$ cat src/rtl/ray_to_planar_depth_top_macros.svh
// Assertion macros shared by the ray-to-planar depth RTL.
`ifndef RAY_TO_PLANAR_DEPTH_TOP_MACROS_SVH
`define RAY_TO_PLANAR_DEPTH_TOP_MACROS_SVH
`ifndef ASSERT_OFF
`define RPD_ASSERT_IMPLIES(label, clk, rst_n, ante, cons) \
  label: assert property (@(posedge clk) disable iff (!rst_n) (ante) |-> (cons)) \
    else $error("rpd assertion failed");
`define RPD_ASSERT_NEXT(label, clk, rst_n, ante, cons) \
  label: assert property (@(posedge clk) disable iff (!rst_n) (ante) |=> (cons)) \
    else $error("rpd assertion failed");
`else
`define RPD_ASSERT_IMPLIES(label, clk, rst_n, ante, cons)
`define RPD_ASSERT_NEXT(label, clk, rst_n, ante, cons)
`endif
`endif

$ cat src/rtl/rpd_pkg.sv
// Types and constants shared by the ray-to-planar depth blocks.
`default_nettype none
package rpd_pkg;
  localparam int DepthW   = 16;
  localparam int CoordW   = 12;
  localparam int RegW     = 16;
  localparam int ApbAddrW = 4;
  localparam int ApbDataW = 32;

  localparam logic [RegW-1:0] CenterXRst = 16'd5120;
  localparam logic [RegW-1:0] CenterYRst = 16'd3840;
  localparam logic [RegW-1:0] FocalXRst  = 16'd8192;
  localparam logic [RegW-1:0] FocalYRst  = 16'd8192;

  typedef enum logic [1:0] {
    RegCenterX = 2'd0,
    RegCenterY = 2'd1,
    RegFocalX  = 2'd2,
    RegFocalY  = 2'd3
  } reg_idx_e;

  typedef struct packed {
    logic valid;
    logic fz;     // a focal length is zero: force the result to zero
  } cell_ctl_t;
endpackage
`default_nettype wire

$ cat src/rtl/rpd_cell.sv
// One cell of the root chain: decides one result bit by shift and add.
`default_nettype none
module rpd_cell #(
  parameter int BIT = 15,
  parameter int DW  = 66,
  parameter int RW  = 98
) (
  input  wire logic                        clk_i,
  input  wire logic                        rst_ni,
  input  wire logic                        en_i,
  input  wire rpd_pkg::cell_ctl_t          ctl_i,
  input  wire logic [rpd_pkg::DepthW-1:0]  depth_i,
  input  wire logic [rpd_pkg::DepthW-1:0]  q_i,
  input  wire logic [DW-1:0]               den_i,
  input  wire logic [RW-1:0]               rhs_i,
  input  wire logic [RW-1:0]               p_i,
  input  wire logic [DW+15:0]              dq_i,
  output rpd_pkg::cell_ctl_t               ctl_o,
  output logic [rpd_pkg::DepthW-1:0]       depth_o,
  output logic [rpd_pkg::DepthW-1:0]       q_o,
  output logic [DW-1:0]                    den_o,
  output logic [RW-1:0]                    rhs_o,
  output logic [RW-1:0]                    p_o,
  output logic [DW+15:0]                   dq_o
);
  import rpd_pkg::*;

  logic [DepthW-1:0] t;
  logic [RW-1:0]     cand;
  logic              take;

  cell_ctl_t         ctl_q;
  logic [DepthW-1:0] depth_q, q_q;
  logic [DW-1:0]     den_q;
  logic [RW-1:0]     rhs_q, p_q;
  logic [DW+15:0]    dq_q;

  // den*(q+2^b)^2 = den*q^2 + (den*q) << (b+1) + den << 2b
  always_comb begin
    t    = q_i | (DepthW'(1) << BIT);
    cand = p_i + (RW'(dq_i) << (BIT + 1)) + (RW'(den_i) << (2 * BIT));
    take = (t <= depth_i) && (cand <= rhs_i);
  end

  always_ff @(posedge clk_i or negedge rst_ni) begin
    if (!rst_ni) begin
      ctl_q <= '0;
    end else if (en_i) begin
      ctl_q <= ctl_i;
    end
  end

  always_ff @(posedge clk_i) begin
    if (en_i) begin
      depth_q <= depth_i;
      den_q   <= den_i;
      rhs_q   <= rhs_i;
      q_q     <= take ? t : q_i;
      p_q     <= take ? cand : p_i;
      dq_q    <= take ? dq_i + ((DW + 16)'(den_i) << BIT) : dq_i;
    end
  end

  assign ctl_o   = ctl_q;
  assign depth_o = depth_q;
  assign q_o     = q_q;
  assign den_o   = den_q;
  assign rhs_o   = rhs_q;
  assign p_o     = p_q;
  assign dq_o    = dq_q;

  `include "ray_to_planar_depth_top_macros.svh"
  `RPD_ASSERT_IMPLIES(a_q_le_depth, clk_i, rst_ni, ctl_q.valid, q_q <= depth_q)
  `RPD_ASSERT_IMPLIES(a_p_le_rhs, clk_i, rst_ni, ctl_q.valid, p_q <= rhs_q)
endmodule
`default_nettype wire

$ cat config.mk
export PLATFORM = sky130hd
export DESIGN_NAME = rpd_cell
export DESIGN_NICKNAME = d
export VERILOG_FILES = /design/src/rtl/rpd_pkg.sv /design/src/rtl/rpd_cell.sv
export VERILOG_INCLUDE_DIRS = /design/src /design/src/rtl
export SDC_FILE = /design/constraint.sdc
export NUM_CORES = 1
export LEC_CHECK = 0
export ABC_AREA = 1
export ABC_CLOCK_PERIOD_IN_PS = 2000
export BUFFER_PORTS_ARGS = -buffer_cell sky130_fd_sc_hd__buf_4
export CORE_MARGIN = 8
export CORE_UTILIZATION = 40
export DETAILED_ROUTE_END_ITERATION = 6
export PLACE_DENSITY_LB_ADDON = 0.3
export RECOVER_POWER = 50
export SYNTH_ARGS = -nofsm -noshare
export SYNTH_HDL_FRONTEND = slang
export SYNTH_SLANG_ARGS = --single-unit
$ cat constraint.sdc
create_clock -name clk_i -period 2 [get_ports clk_i]
set_clock_uncertainty 0.05 [all_clocks]
set_input_delay 0.2 -clock clk_i [delete_from_list [all_inputs] [get_ports clk_i]]
set_output_delay 0.2 -clock clk_i [all_outputs]
set_load 0.03 [all_outputs]
==> results.sh <==
export IMPL_fin_ws_ns=-2.30
export IMPL_setup_violations=386
export IMPL_synth_edf_count=376
export IMPL_final_cell_area_um2=54300
export IMPL_vias_per_cell=5.18
export IMPL_p_leak_nw=27.6
export IMPL_required_ns=2.31
export IMPL_rsz0062_at_grt="true"
export IMPL_r2r_setup_slack_ns=1.16
export IMPL_avgRoutedWirePerCell_um=23.4
export IMPL_min_path_type="input port to flip-flop"
export IMPL_holdPathEnd="dq_o[47]"
export IMPL_fin_nets=7172
export IMPL_min_delay_start="dq_i[47]"
export IMPL_grt_max_degree=60
export IMPL_yosys_area_top_type="edfxtp_1"
export IMPL_nFillCells=6161
export IMPL_grt_ovfl_total=0
export IMPL_maxCapViolations=0
export IMPL_avgSynthCellArea_um2=7.22
export IMPL_vias=39030
export IMPL_p_per_area_nw_per_um2=818
export IMPL_grt_busiest_layer="met2"
export IMPL_synthFlopType="edfxtp_1"
export IMPL_synth_area_top_cells="edfxtp_1 (36%), nand2_1 (20%), ha_1 (11%), inv_1 (9.7%), nand3_1 (4.6%)"
export IMPL_final_period_utilization=2.15
export IMPL_drc=0
export IMPL_synthCells=4333
export IMPL_r2r_cells=1
export IMPL_grt_usage=0.375
export IMPL_min_path_cells=4
export IMPL_crit_slowest_cell="fa_2"
export IMPL_slew_headroom=0.405
export IMPL_violations="setup timing"
export IMPL_crit_path_end_kind="flip-flop"
export IMPL_critPathMaxStageDelay_ns=0.61
export IMPL_placed_area_um2=46100
export IMPL_cp_common_cell="nand2_2"
export IMPL_drt_iter0_drc=3416
export IMPL_ys_seq_area_frac=0.362
export IMPL_yosysTopAreaCellShare=0.361
export IMPL_place_congestion=1.03
export IMPL_clk_transition_reported_paths_ns=0.06
export IMPL_outcome="complete, but fails checks"
export IMPL_core_um2=77500
export IMPL_dp_hpwl_um=137000
export IMPL_cp_arrival_ns=4.61
export IMPL_ys_top_cells_by_count="nand2_1 (1635), inv_1 (811), edfxtp_1 (376), nor2_1 (349), nand3_1 (290)"
export IMPL_cts_tree="yes"
export IMPL_netlist_cell_type_count=35
export IMPL_grt_pass1_vias=39019
export IMPL_cts_sinks=378
export IMPL_met1_usage=0.442
export IMPL_clk_latency_ns=0.60
export IMPL_drtPass1Iterations=6
export IMPL_die_area_um2=87400
export IMPL_synth_warning_count=0
export IMPL_fin_setup_tns_ns=-354.43
export IMPL_grt_pass1_wl_um=244000
export IMPL_ys_ff_latch=378
export IMPL_antenna_found_initial=10
export IMPL_initial_utilization=0.404
export IMPL_r2r_end="ctl_o[1]"
export IMPL_syn_area_um2=31300
export IMPL_drtAntennaViolNets=0
export IMPL_hold_viol_final=0
export IMPL_finish_utilization=0.701
export IMPL_tightest_slew_ns=0.892
export IMPL_cts_root_buffer="clkbuf_16"
export IMPL_critPathMaxFanout=5
export IMPL_synth_most_common_cell="nand2_1"
export IMPL_grt_use_met3=0.0863
export IMPL_num_rows=102
export IMPL_htreeDepth=2
export IMPL_clock_path_buffers=3
export IMPL_post_route_min_period_ns=4.30
export IMPL_ir_drop_uv=714
export IMPL_cts_buffers=45
export IMPL_cp_startpoint="den_i[18]"
export IMPL_fp_dieH_um=296
export IMPL_start_kind="input port"
export IMPL_finalPower_w=0.0444
export IMPL_port_buffers=758
export IMPL_r2r_start="ctl_o[1]"
export IMPL_max_freq_mhz=232
export IMPL_critical_path_class="input port to flip-flop"
export IMPL_async_reset_ff_frac=0.00529
export IMPL_drive_above_1_share=0.366
export IMPL_syn_num_nets=5056
export IMPL_syn2layout_area_growth_pct=73.5
export IMPL_drt_total_wl_um=176000
export IMPL_die_w_um=296
export IMPL_ios=759
export IMPL_grt_use_met2=0.629
export IMPL_drv_slew=0
-- final cells by class --
class | instances | area (µm²) | area share
clock buffers | 57 | 1200 | 0.0221
flip-flops and latches | 378 | 11300 | 0.209
repair buffers | 2116 | 16900 | 0.312
diodes | 7 | 17.5 | 0.000323
inverters | 812 | 3050 | 0.0562
clock inverters | 25 | 235 | 0.00433
well taps | 1040 | 1300 | 0.0240
multi-input cells | 3096 | 20200 | 0.372
-- per-layer routing --
metal	wire length [µm]	part of all wire
met5	0	0
met4	13500	0.076
met3	17400	0.099
met2	80300	0.46
met1	65300	0.37
-- worst max-delay path by stage --
stage	endpoint	slack (ns)
2_1_floorplan	q_o[15]	-1.74
3_3_place_gp	p_o[60]	-3.15
3_5_place_dp	p_o[45]	-3.17
4_1_cts	p_o[70]	-2.12
5_1_grt	p_o[89]	-2.40
6_report	p_o[89]	-2.30
-- report_power, final --
part	internal, W	switching (W)
clock	0.00467	0.00364
combinational	0.0110	0.0149
sequential	0.00986	0.000375
total	0.0255	0.0189
-- metrics by stage --
stage | setup WS (ns) | instances | hold slack [ns]
2_1_floorplan | -1.74 | 4333 | -0.146
3_3_place_gp | -3.15 | 7004 | -0.0562
3_5_place_dp | -3.17 | 7004 | -0.0553
4_1_cts | -2.12 | 7479 | 0.000677
5_1_grt | -2.40 | 7530 | 0.00280
6_report | -2.30 | 7531 | 0.00248
-- registers in the layout (all words and copies together) (netlist names) --
signal / count
depth_o: 16
ctl_o: 2
den_o: 66
p_o: 98
rhs_o: 98
q_o: 16
dq_o: 82
-- critical path, delay by kind of cell --
kind / cells / cell delay (ns)
AOI/OAI and AO/OA: 1 / 0.14
adders and majority gates: 3 / 1.13
and+or+nand+nor: 21 / 1.89
buffers and inverters: 9 / 1.22
-- cell families after synthesis --
family | count (synthesis) | share of synthesized area
adder cells (fa/ha/maj) | 342 | 0.153
multiplexers | 2 | 0.000720
AND/OR/NAND/NOR | 2353 | 0.299
XOR/XNOR | 84 | 0.0235
AO/OA/AOI/OAI | 314 | 0.0543
buffers and inverters | 860 | 0.107
flip-flops | 378 | 0.362
-- placed cells by master, fill, tap and decap left out, drive strengths merged --
cell / n
a21boi: 5
a21o: 12
a21oi: 199
and2: 3
and3: 2
buf: 1532
bufbuf: 2
bufinv: 3
clkbuf: 275
clkinv: 13
clkinvlp: 3
dfrtp: 2
diode: 7
dlygate4sd3: 364
edfxtp: 376
fa: 68
ha: 274
inv: 818
mux2: 2
nand2: 1638
nand3: 290
nand3b: 4
nand4: 29
nor2: 350
nor3: 33
nor4: 3
o211ai: 1
o21a: 5
o21ai: 64
o21bai: 28
or2: 2
xnor2: 5
xor2: 79
-- timing repair --
action / CTS / global route
hold buffers: 364 / 0
pin swaps: 85 / 124
endpoints found under the hold margin: 383 / 0
gates resized for setup: 279 / 446
endpoints found under the setup margin: 150 / 150
buffers inserted: 25 / 39
gates cloned: 4 / 11
Power figures use the tool's default switching activity.
